==> src/rtl/core/ambient_light_lux_calculation_assert.svh <==
// Assertion macros for the lux calculation top level.
// Needs nothing else; take it in with `include.
`ifndef AMBIENT_LIGHT_LUX_CALCULATION_ASSERT_SVH
`define AMBIENT_LIGHT_LUX_CALCULATION_ASSERT_SVH

// Same-cycle implication, checked outside reset
`define ALC_ASSERT_NOW(name, clk, rstn, ante, cons) \
    name: assert property (@(posedge clk) disable iff (!(rstn)) (ante) |-> (cons)) \
        else $error("lux calc check failed");

// Next-cycle implication, checked outside reset
`define ALC_ASSERT_NEXT(name, clk, rstn, ante, cons) \
    name: assert property (@(posedge clk) disable iff (!(rstn)) (ante) |=> (cons)) \
        else $error("lux calc check failed");

`endif

==> src/rtl/core/alc_pkg.sv <==
// Package for the lux calculation: widths, scale constants, segment table.
// Used by every module of the block; depends on nothing.
package alc_pkg;

    localparam int CNT_W       = 16;             // raw photodiode count
    localparam int SCALE_W     = 19;
    localparam logic [SCALE_W-1:0] SCALE = 19'h75170;  // 13 ms factor, 0x7517 << 4
    localparam int PROD_W      = CNT_W + SCALE_W;
    localparam int CH_SHIFT    = 10;
    localparam int CH_W        = PROD_W - CH_SHIFT; // scaled channel, 25 bits
    localparam int RATIO_SHIFT = 9;
    // quotient bits kept by the divider; larger quotients saturate
    localparam int Q_W         = RATIO_SHIFT + 3;
    localparam int NUM_W       = CH_W + RATIO_SHIFT + 1;
    localparam int SEG_N       = 8;
    localparam int SEG_W       = 3;
    localparam int COEF_W      = 10;
    localparam int MUL_W       = CH_W + COEF_W;
    localparam int LUX_SHIFT   = 14;
    localparam int LUX_W       = 21;

    // Scaled channel pair
    typedef struct packed {
        logic [CH_W-1:0] c0;
        logic [CH_W-1:0] c1;
    } alc_chan_t;

    // Divider stage contents
    typedef struct packed {
        logic [CH_W-1:0] c0;
        logic [CH_W-1:0] c1;
        logic [CH_W-1:0] rem;
        logic [Q_W-1:0]  q;
        logic            sat;
    } alc_div_t;

    // Upper ratio bound of segments 0..6 (segment 7 is open ended)
    function automatic logic [Q_W-1:0] seg_limit(input logic [SEG_W-1:0] sel);
        logic [Q_W-1:0] lim;
        unique case (sel)
            3'd0:    lim = 12'h040;
            3'd1:    lim = 12'h080;
            3'd2:    lim = 12'h0c0;
            3'd3:    lim = 12'h100;
            3'd4:    lim = 12'h138;
            3'd5:    lim = 12'h19a;
            3'd6:    lim = 12'h29a;
            3'd7:    lim = 12'hfff;
        endcase
        return lim;
    endfunction

    // Segment intercept
    function automatic logic [COEF_W-1:0] seg_b(input logic [SEG_W-1:0] sel);
        logic [COEF_W-1:0] b;
        unique case (sel)
            3'd0:    b = 10'h1f2;
            3'd1:    b = 10'h214;
            3'd2:    b = 10'h23f;
            3'd3:    b = 10'h270;
            3'd4:    b = 10'h16f;
            3'd5:    b = 10'h0d2;
            3'd6:    b = 10'h018;
            3'd7:    b = 10'h000;
        endcase
        return b;
    endfunction

    // Segment slope
    function automatic logic [COEF_W-1:0] seg_m(input logic [SEG_W-1:0] sel);
        logic [COEF_W-1:0] m;
        unique case (sel)
            3'd0:    m = 10'h1be;
            3'd1:    m = 10'h2d1;
            3'd2:    m = 10'h37b;
            3'd3:    m = 10'h3fe;
            3'd4:    m = 10'h1fc;
            3'd5:    m = 10'h0fb;
            3'd6:    m = 10'h012;
            3'd7:    m = 10'h000;
        endcase
        return m;
    endfunction

endpackage

==> src/rtl/core/alc_front.sv <==
// Input stage: scales both raw counts by the integration factor.
// Depends on alc_pkg.
module alc_front (
    input  logic                    aclk,
    input  logic                    aresetn,
    input  logic                    en,
    input  logic                    in_valid,
    input  logic [alc_pkg::CNT_W-1:0] ch0,
    input  logic [alc_pkg::CNT_W-1:0] ch1,
    output logic                    out_valid,
    output alc_pkg::alc_chan_t      out_chan
);

    logic [alc_pkg::PROD_W-1:0] prod0;
    logic [alc_pkg::PROD_W-1:0] prod1;
    logic                       valid_reg;
    alc_pkg::alc_chan_t         chan_reg;
    alc_pkg::alc_chan_t         chan_next;

    // count * scale, drop the low fraction bits
    always_comb begin
        prod0 = alc_pkg::PROD_W'(ch0) * alc_pkg::PROD_W'(alc_pkg::SCALE);
        prod1 = alc_pkg::PROD_W'(ch1) * alc_pkg::PROD_W'(alc_pkg::SCALE);
        chan_next.c0 = prod0[alc_pkg::PROD_W-1:alc_pkg::CH_SHIFT];
        chan_next.c1 = prod1[alc_pkg::PROD_W-1:alc_pkg::CH_SHIFT];
    end

    always_ff @(posedge aclk) begin
        if (!aresetn) begin
            valid_reg <= 1'b0;
        end else if (en) begin
            valid_reg <= in_valid;
        end
    end

    always_ff @(posedge aclk) begin
        if (en) begin
            chan_reg <= chan_next;
        end
    end

    assign out_valid = valid_reg;
    assign out_chan  = chan_reg;

endmodule

==> src/rtl/core/alc_div.sv <==
// Pipelined restoring divider for the ratio (c1 << 10) / c0, one quotient
// bit per stage, saturating when the quotient needs more than Q_W bits.
// Depends on alc_pkg.
module alc_div (
    input  logic               aclk,
    input  logic               aresetn,
    input  logic               en,
    input  logic               in_valid,
    input  alc_pkg::alc_chan_t in_chan,
    output logic               out_valid,
    output alc_pkg::alc_div_t  out_div
);

    localparam int NSTG = alc_pkg::Q_W + 1;

    logic              valid_reg [NSTG];
    alc_pkg::alc_div_t stg_reg   [NSTG];
    alc_pkg::alc_div_t init_next;

    // Setup stage: overflow check and first partial remainder (numerator >> Q_W).
    // A zero divisor also saturates, which lands in the zero-lux segment.
    always_comb begin
        init_next.c0  = in_chan.c0;
        init_next.c1  = in_chan.c1;
        init_next.sat = ({in_chan.c1, (alc_pkg::RATIO_SHIFT + 1)'(0)} >>
                         alc_pkg::Q_W) >= alc_pkg::NUM_W'(in_chan.c0);
        init_next.rem = alc_pkg::CH_W'({in_chan.c1, (alc_pkg::RATIO_SHIFT + 1)'(0)}
                         >> alc_pkg::Q_W);
        init_next.q   = '0;
    end

    always_ff @(posedge aclk) begin
        if (!aresetn) begin
            valid_reg[0] <= 1'b0;
        end else if (en) begin
            valid_reg[0] <= in_valid;
        end
    end

    always_ff @(posedge aclk) begin
        if (en) begin
            stg_reg[0] <= init_next;
        end
    end

    // One compare-subtract per stage
    for (genvar k = 0; k < alc_pkg::Q_W; k++) begin : g_step
        logic [alc_pkg::NUM_W-1:0] num;
        logic [alc_pkg::CH_W:0]    trial;
        logic [alc_pkg::CH_W:0]    diff;
        alc_pkg::alc_div_t         step_next;

        always_comb begin
            num   = {stg_reg[k].c1, (alc_pkg::RATIO_SHIFT + 1)'(0)};
            trial = {stg_reg[k].rem, num[alc_pkg::Q_W-1-k]};
            diff  = trial - {1'b0, stg_reg[k].c0};
            step_next = stg_reg[k];
            if (trial >= {1'b0, stg_reg[k].c0}) begin
                step_next.rem = diff[alc_pkg::CH_W-1:0];
                step_next.q   = {stg_reg[k].q[alc_pkg::Q_W-2:0], 1'b1};
            end else begin
                step_next.rem = trial[alc_pkg::CH_W-1:0];
                step_next.q   = {stg_reg[k].q[alc_pkg::Q_W-2:0], 1'b0};
            end
        end

        always_ff @(posedge aclk) begin
            if (!aresetn) begin
                valid_reg[k+1] <= 1'b0;
            end else if (en) begin
                valid_reg[k+1] <= valid_reg[k];
            end
        end

        always_ff @(posedge aclk) begin
            if (en) begin
                stg_reg[k+1] <= step_next;
            end
        end
    end

    assign out_valid = valid_reg[NSTG-1];
    assign out_div   = stg_reg[NSTG-1];

endmodule

==> src/rtl/core/alc_back.sv <==
// Back end: segment select from the rounded ratio, the two coefficient
// products, then clamp, round and shift to whole lux. Depends on alc_pkg.
module alc_back (
    input  logic                      aclk,
    input  logic                      aresetn,
    input  logic                      en,
    input  logic                      in_valid,
    input  alc_pkg::alc_div_t         in_div,
    output logic                      out_valid,
    output logic [alc_pkg::LUX_W-1:0] out_lux
);

    typedef struct packed {
        logic [alc_pkg::CH_W-1:0]   c0;
        logic [alc_pkg::CH_W-1:0]   c1;
        logic [alc_pkg::COEF_W-1:0] b;
        logic [alc_pkg::COEF_W-1:0] m;
    } coef_t;

    typedef struct packed {
        logic [alc_pkg::MUL_W-1:0] pos;
        logic [alc_pkg::MUL_W-1:0] neg;
    } prod_t;

    logic [alc_pkg::Q_W:0]      ratio_sum;
    logic [alc_pkg::Q_W-1:0]    ratio;
    logic [alc_pkg::SEG_W-1:0]  sel;
    coef_t                      coef_next;
    coef_t                      coef_reg;
    prod_t                      prod_next;
    prod_t                      prod_reg;
    logic [alc_pkg::MUL_W:0]    acc;
    logic [alc_pkg::LUX_W-1:0]  lux_next;
    logic [alc_pkg::LUX_W-1:0]  lux_reg;
    logic [2:0]                 valid_reg;

    // Stage 1: round the ratio, count breakpoints below it
    always_comb begin
        ratio_sum = {1'b0, in_div.q} + 1'b1;
        ratio     = ratio_sum[alc_pkg::Q_W:1];
        sel       = '0;
        for (int i = 0; i < alc_pkg::SEG_N - 1; i++) begin
            if (ratio > alc_pkg::seg_limit(alc_pkg::SEG_W'(i))) begin
                sel = sel + 1'b1;
            end
        end
        if (in_div.sat) begin
            sel = alc_pkg::SEG_W'(alc_pkg::SEG_N - 1);
        end
        coef_next.c0 = in_div.c0;
        coef_next.c1 = in_div.c1;
        coef_next.b  = alc_pkg::seg_b(sel);
        coef_next.m  = alc_pkg::seg_m(sel);
    end

    // Stage 2: b*ch0 and m*ch1
    always_comb begin
        prod_next.pos = alc_pkg::MUL_W'(coef_reg.c0) * alc_pkg::MUL_W'(coef_reg.b);
        prod_next.neg = alc_pkg::MUL_W'(coef_reg.c1) * alc_pkg::MUL_W'(coef_reg.m);
    end

    // Stage 3: clamp at zero, add half, shift
    always_comb begin
        acc = '0;
        if (prod_reg.pos > prod_reg.neg) begin
            acc = {1'b0, prod_reg.pos - prod_reg.neg};
        end
        acc      = acc + (alc_pkg::MUL_W + 1)'(1 << (alc_pkg::LUX_SHIFT - 1));
        lux_next = acc[alc_pkg::LUX_SHIFT +: alc_pkg::LUX_W];
    end

    always_ff @(posedge aclk) begin
        if (!aresetn) begin
            valid_reg <= '0;
        end else if (en) begin
            valid_reg <= {valid_reg[1:0], in_valid};
        end
    end

    always_ff @(posedge aclk) begin
        if (en) begin
            coef_reg <= coef_next;
            prod_reg <= prod_next;
            lux_reg  <= lux_next;
        end
    end

    assign out_valid = valid_reg[2];
    assign out_lux   = lux_reg;

endmodule

==> src/rtl/core/alc_skid.sv <==
// Output register with a skid word; pipeline enable is the registered
// "skid empty" flag. Depends on alc_pkg.
module alc_skid (
    input  logic                      aclk,
    input  logic                      aresetn,
    input  logic                      in_valid,
    input  logic [alc_pkg::LUX_W-1:0] in_lux,
    output logic                      in_ready,
    output logic                      out_valid,
    output logic [alc_pkg::LUX_W-1:0] out_lux,
    input  logic                      out_ready
);

    logic                      out_valid_reg;
    logic [alc_pkg::LUX_W-1:0] out_lux_reg;
    logic                      skid_valid_reg;
    logic [alc_pkg::LUX_W-1:0] skid_lux_reg;
    logic                      take;

    assign take = in_valid && !skid_valid_reg;

    // control: output slot, then skid slot when the output stalls
    always_ff @(posedge aclk) begin
        if (!aresetn) begin
            out_valid_reg  <= 1'b0;
            skid_valid_reg <= 1'b0;
        end else if (out_ready || !out_valid_reg) begin
            out_valid_reg  <= skid_valid_reg || take;
            skid_valid_reg <= 1'b0;
        end else if (take) begin
            skid_valid_reg <= 1'b1;
        end
    end

    // data
    always_ff @(posedge aclk) begin
        if (out_ready || !out_valid_reg) begin
            out_lux_reg <= skid_valid_reg ? skid_lux_reg : in_lux;
        end else if (take) begin
            skid_lux_reg <= in_lux;
        end
    end

    assign in_ready  = !skid_valid_reg;
    assign out_valid = out_valid_reg;
    assign out_lux   = out_lux_reg;

endmodule

==> src/rtl/core/ambient_light_lux_calculation.sv <==
// Lux from a broadband and an infrared photodiode count (13 ms, 1x gain).
// One word in per cycle while s_tready is high, one lux word out per word
// in, in order; a word accepted on s_tready reaches m_tvalid through 18
// register stages: one scaling stage, a 13-stage divider (setup plus one
// quotient bit per stage) for the channel ratio, three stages for segment
// select, coefficient products and rounding, and the output register. The
// pipeline advances whenever its skid word is empty, so s_tready falls only
// in the cycle after the output has stalled with a word behind it. No reset
// sweep; words may be sent right after reset.
// Depends on alc_pkg, alc_front, alc_div, alc_back, alc_skid.
`include "ambient_light_lux_calculation_assert.svh"

module ambient_light_lux_calculation (
    input  logic        aclk,
    input  logic        aresetn,
    input  logic        s_tvalid,
    output logic        s_tready,
    input  logic [31:0] s_tdata,  // [15:0] broadband_count, [31:16] infrared_count
    output logic        m_tvalid,
    input  logic        m_tready,
    output logic [23:0] m_tdata   // [20:0] lux, [23:21] zero
);

    logic                      en;
    logic                      front_valid;
    alc_pkg::alc_chan_t        front_chan;
    logic                      div_valid;
    alc_pkg::alc_div_t         div_out;
    logic                      back_valid;
    logic [alc_pkg::LUX_W-1:0] back_lux;
    logic [alc_pkg::LUX_W-1:0] lux;

    assign s_tready = en;

    alc_front u_front (
        .aclk      (aclk),
        .aresetn   (aresetn),
        .en        (en),
        .in_valid  (s_tvalid),
        .ch0       (s_tdata[15:0]),
        .ch1       (s_tdata[31:16]),
        .out_valid (front_valid),
        .out_chan  (front_chan)
    );

    alc_div u_div (
        .aclk      (aclk),
        .aresetn   (aresetn),
        .en        (en),
        .in_valid  (front_valid),
        .in_chan   (front_chan),
        .out_valid (div_valid),
        .out_div   (div_out)
    );

    alc_back u_back (
        .aclk      (aclk),
        .aresetn   (aresetn),
        .en        (en),
        .in_valid  (div_valid),
        .in_div    (div_out),
        .out_valid (back_valid),
        .out_lux   (back_lux)
    );

    alc_skid u_skid (
        .aclk      (aclk),
        .aresetn   (aresetn),
        .in_valid  (back_valid),
        .in_lux    (back_lux),
        .in_ready  (en),
        .out_valid (m_tvalid),
        .out_lux   (lux),
        .out_ready (m_tready)
    );

    assign m_tdata = {3'b000, lux};

    // A held skid word means the output slot is full
    `ALC_ASSERT_NOW(a_stall_has_output, aclk, aresetn, !s_tready, m_tvalid)
    // A stalled output with a word arriving must park it and drop ready
    `ALC_ASSERT_NEXT(a_skid_catches, aclk, aresetn,
        m_tvalid && !m_tready && back_valid && s_tready, !s_tready)

endmodule

==> config.mk <==
export PLATFORM = sky130hd
export DESIGN_NAME = ambient_light_lux_calculation
export DESIGN_NICKNAME = d
export VERILOG_FILES = /design/src/rtl/core/alc_pkg.sv /design/src/rtl/core/alc_front.sv /design/src/rtl/core/alc_div.sv /design/src/rtl/core/alc_back.sv /design/src/rtl/core/alc_skid.sv /design/src/rtl/core/ambient_light_lux_calculation.sv
export VERILOG_INCLUDE_DIRS = /design/src /design/src/rtl/core
export SDC_FILE = /design/constraint.sdc
export NUM_CORES = 2
export LEC_CHECK = 0
export CAP_MARGIN = 10
export CORE_MARGIN = 4
export CORE_UTILIZATION = 70
export DETAILED_ROUTE_END_ITERATION = 8
export DONT_BUFFER_PORTS = 1
export HOLD_SLACK_MARGIN = 0.12
export PLACE_DENSITY = 0.9
export SLEW_MARGIN = 20
export SYNTH_ARGS = -nofsm -noshare
export SYNTH_HDL_FRONTEND = slang
export SYNTH_HIERARCHICAL = 1
export SYNTH_SLANG_ARGS = --single-unit
export TNS_END_PERCENT = 20
==> constraint.sdc <==
create_clock -name aclk -period 89.3 [get_ports aclk]
set_input_delay 22.325 -clock aclk [delete_from_list [all_inputs] [get_ports aclk]]
set_output_delay 22.325 -clock aclk [all_outputs]
set_load 0.005 [all_outputs]
# == Yosys cells after proc, flatten, opt, wreduce, memory -nomap -nowiden ==
# Memories as Yosys holds them, arrays and structs flattened. A register that Yosys moved wholly into a read port is not among the register bits.
# Cells that the tools add are included.
# op_classes
add_sub_neg,21
mul,4
div,0
order_cmp,21
n_eq_ne,0
n_shift,0
muxes,39
bitwise,15
reduce_logical,11
# op_table
operator,n
2-to-1 mux 37 bit,12
>= comparator 26 x 25 -> 1 bit,12
subtractor 25 bit,12
multiplier 25 x 10 -> 35 bit,2
"multiplier 16 x 15 -> 31 bit, second input constant",2
"> comparator 12 x 9 -> 1 bit, second input constant",3
"adder 35 x 14 -> 35 bit, second input constant",1
> comparator 35 bit,1
2-to-1 mux 35 bit,1
subtractor 35 bit,1
>= comparator 23 x 25 -> 1 bit,1
"> comparator 12 x 8 -> 1 bit, second input constant",2
2-to-1 mux 21 bit,1
2-to-1 mux 3 bit,7
2-to-1 mux 1 bit,18
"adder 3 x 1 -> 3 bit, second input constant",5
"adder 12 x 1 -> 13 bit, second input constant",1
bitwise OR 1 bit,13
"> comparator 12 x 10 -> 1 bit, second input constant",1
"> comparator 12 x 7 -> 1 bit, second input constant",1
logical NOT 1 bit,6
"adder 1 x 1 -> 2 bit, second input constant",1
logical OR 1 bit,2
NOT 1 bit,2
3 further kinds,3
# word_totals
reg_bits,239
latch_bits,0
ramBits,1157
romBits,160
input_bits,36
out_inout_bits,26
word_cells,128
memories,4
# memory_table
name,words,word_bits,rd,rd_ports_with_merged_regs,write_ports,line,source
u_div.stg_reg,13,88,13,0,13,alc_div.sv:17,alc_pkg::alc_div_t stg_reg [NSTG];
(name not given),8,10,1,1,0,alc_pkg.sv:56,unique case (sel)
(name not given),8,10,1,1,0,alc_pkg.sv:72,unique case (sel)
u_div.valid_reg,13,1,13,1,13,alc_div.sv:16,logic valid_reg [NSTG];

# == Logic depth before layout (Yosys ltp) ==
# An unclocked memory read counts as a cell.
# logic_depth
word_depth,17
depth_mapped,30

# == Hierarchy ==
# Netlist, hierarchy kept.
# modules_own_cells
mod,n_inst,cells_each,area_each_um2,seq_area_each_um2
alc_div,1,4084,52255.1,31640.3
alc_back,1,2408,23612.6,4804.6
alc_front,1,894,9729.3,1521.5
alc_skid,1,74,1691.6,1301.2
ambient_light_lux_calculation,1,4,26.3,0.0

# == Worst setup path before layout ==
# OpenSTA, ideal clock, no wires.
# synth_path
kind,flip-flop to output port
from,register u_skid.skid_valid_reg
to,output s_tready
arrival_time_ns,24.756
t_required_ns,66.975
setup_slack_ns,42.219
path_stages_with_launch,4
path_buffers,2
cell_sequence,dfxtp_1 > buf_6 > buf_12 > inv_1
# synth_between
elab_chain_len,1
# synth_lines
element,line,source
from (decl),alc_skid.sv:16,logic skid_valid_reg;
from (signal assigned),alc_skid.sv:26,skid_valid_reg <= 1'b0;
from (signal assigned),alc_skid.sv:29,skid_valid_reg <= 1'b0;
from (signal assigned),alc_skid.sv:31,skid_valid_reg <= 1'b1;
logical NOT 1 bit,alc_skid.sv:44,assign in_ready = !skid_valid_reg;
to (decl),ambient_light_lux_calculation.sv:17,"output logic s_tready,"
# No other way between the ends.

# == Final worst setup path ==
# layout_path
from,input s_tdata[19]
to,register u_front.chan_reg (netlist bit u_front/out_chan[22]) (data pin)
# layout_between
elab_chain_len,1
# layout_lines
element,line,source
from (decl),ambient_light_lux_calculation.sv:18,"input logic [31:0] s_tdata,"
multiplier 16 x 15 -> 31 bit,alc_front.sv:23,prod1 = alc_pkg::PROD_W'(ch1) * alc_pkg::PROD_W'(alc_pkg::SCALE);
named net u_front.prod1 (one bit),alc_front.sv:15,logic [alc_pkg::PROD_W-1:0] prod1;
to (signal assigned),alc_front.sv:38,chan_reg <= chan_next;
to (decl),alc_front.sv:17,alc_pkg::alc_chan_t chan_reg;
# The timed path passes the listed nets, and every way through them passes these cells.
# A chain may end at the register's enable or synchronous reset.

==> results.sh <==
export IMPL_hp_class="flop to flop"
export IMPL_top_usage_layer="met2"
export IMPL_end_kind="flop"
export IMPL_port_buffer_count=0
export IMPL_cts_htree_levels=4
export IMPL_nets=8558
export IMPL_grt_max_degree=193
export IMPL_worst_skew_pair_late_latency_ns=0.78
export IMPL_clk_path_buf_depth=3
export IMPL_cap_violations=0
export IMPL_syn_area_per_cell_um2=11.8
export IMPL_wl_per_cell_um=22.0
export IMPL_cp_start_kind="input port"
export IMPL_grt_pass1_wl_mm=318
export IMPL_drive_above_1_share=0.0650
export IMPL_grt_usage=0.314
export IMPL_syn_instance_count=7287
export IMPL_numCtsBuffers=134
export IMPL_finalCritPeriodShare=0.301
export IMPL_vias_per_cell=6.38
export IMPL_hold_violations=0
export IMPL_yosysWarnings=6
export IMPL_largest_reg_flops=1016
export IMPL_finalClockSkew_ns=0.0252
export IMPL_io_pins=62
export IMPL_rows=128
export IMPL_die_w_um=358
export IMPL_clkTransAtPathRegs_ns=0.07
export IMPL_vias=57400
export IMPL_cp_arrival_ns=27.50
export IMPL_cts_sinks=1285
export IMPL_gr_usage_met3=0.0564
export IMPL_drcViolationCount=0
export IMPL_area_delta_synth_final_pct=6.87
export IMPL_drv_slew=0
export IMPL_cp_max_fo=6
export IMPL_cts_tree="yes"
export IMPL_max_slew_margin_rel=0.271
export IMPL_hold_buffers=0
export IMPL_start_util=0.704
export IMPL_die_area_um2=128000
export IMPL_outcome="completed"
export IMPL_required_ns=89.95
export IMPL_period_minus_slack_ns=26.85
export IMPL_grt_setup_unrepaired="no"
export IMPL_antenna_found_initial=3
export IMPL_grt_overflow_total=0
export IMPL_ctsRootBufferMaster="clkbuf_16"
export IMPL_met2_usage=0.532
export IMPL_fin_tns_setup_ns=0
export IMPL_first_iter_violations=5608
export IMPL_clock_fmax_mhz=37.3
export IMPL_setup_viol_count_final=0
export IMPL_worst_pin_slew_ns=1.07
export IMPL_cts_setup_buffers=0
export IMPL_place_congestion=0.926
export IMPL_post_route_util=0.752
export IMPL_syn_area_um2=85700
export IMPL_crit_type="input port to flop"
export IMPL_dieHeight_um=358
export IMPL_grt_pass1_vias=59600
export IMPL_nFillCells=7059
export IMPL_dp_hpwl_mm=139
export IMPL_core_area_um2=122000
export IMPL_firstDrtPassIters=8
export IMPL_grt_util_met1=0.388
export IMPL_drt_wl_total_mm=198
export IMPL_ant_nets=0
export IMPL_cts_resized=0
through the flow:
stage          hold slack, ns  worst slack (ns)  cell area [um^2]  std cells
2_1_floorplan           0.400             42.70             85700       7289
5_1_grt                 0.416             62.20             91600       8997
6_report                0.404             62.45             91600       8998
4_1_cts                 0.408             62.48             91500       8994
3_3_place_gp            0.400             61.68             87100       8755
3_5_place_dp            0.405             61.64             87100       8755
critical path, cell delays in order:
cell       delay [ns]
fa_1             0.57
inv_1            0.07
fa_1             0.49
inv_1            0.05
fa_1             0.48
inv_1            0.05
fa_1             0.47
inv_1            0.05
fa_1             0.47
inv_1            0.05
fa_1             0.47
inv_1            0.04
ha_1             0.34
nand4_1          0.18
o32ai_1          0.14
a2111oi_2        0.47
a31oi_1          0.24
or4_1            0.44
nand4_1          0.10
placed cells by master (no fill, tap or decap), types with 56 or more instances in the layout:
| master | instances |
|---|---|
| nor2_1 | 302 |
| o21a_1 | 66 |
| xnor2_1 | 236 |
| nand2b_1 | 56 |
| a21o_1 | 186 |
| edfxtp_1 | 1278 |
| mux2_2 | 151 |
| xor2_1 | 132 |
| a21oi_1 | 387 |
| fa_1 | 514 |
| o21ai_0 | 246 |
| and3_1 | 64 |
| clkbuf_16 | 135 |
| and2_1 | 317 |
| nand3_1 | 92 |
| nor3_1 | 82 |
| nor2b_1 | 66 |
| nand4_1 | 75 |
| inv_1 | 938 |
| nand2_1 | 487 |
| ha_1 | 739 |
layout make-up:
| cell class | instances | area (um^2) | area share |
|---|---|---|---|
| Multi-Input combinational cell | 4880 | 42800 | 0.468 |
| Timing Repair Buffer | 29 | 283 | 0.00309 |
| Inverter | 939 | 3530 | 0.0386 |
| Sequential cell | 1285 | 38500 | 0.421 |
| Clock inverter | 84 | 915 | 0.00999 |
| Clock buffer | 155 | 3450 | 0.0377 |
| Tap cell | 1625 | 2030 | 0.0222 |
| Antenna cell | 1 | 2.50 | 0.0000273 |
layer usage:
metal | share of wire | vias to the layer above
met1 | 0.38 | 27900
met5 | 0.00015 | -
li1 | - | 25700
met3 | 0.074 | 806
met4 | 0.056 | 4
met2 | 0.49 | 2971
path summary, 6_finish.rpt:
path / start / end / slack (ns) / depth (start not counted)
max: s_tdata[19] / u_front/out_chan[22]$_DFFE_PP_ / 62.45 / 19
max reg2reg: u_back/coef_reg[5]$_DFFE_PP_ / u_back/prod_reg[31]$_DFFE_PP_ / 81.80 / 20
min reg2reg: u_div/stg_reg[2][128]$_DFFE_PP_ / u_div/stg_reg[2][216]$_DFFE_PP_ / 0.40 / 0
min: u_div/stg_reg[2][128]$_DFFE_PP_ / u_div/stg_reg[2][216]$_DFFE_PP_ / 0.40 / 0
Power is not shown: default switching activity piles up to over one toggle a cycle in this logic, so the estimate is an artifact.
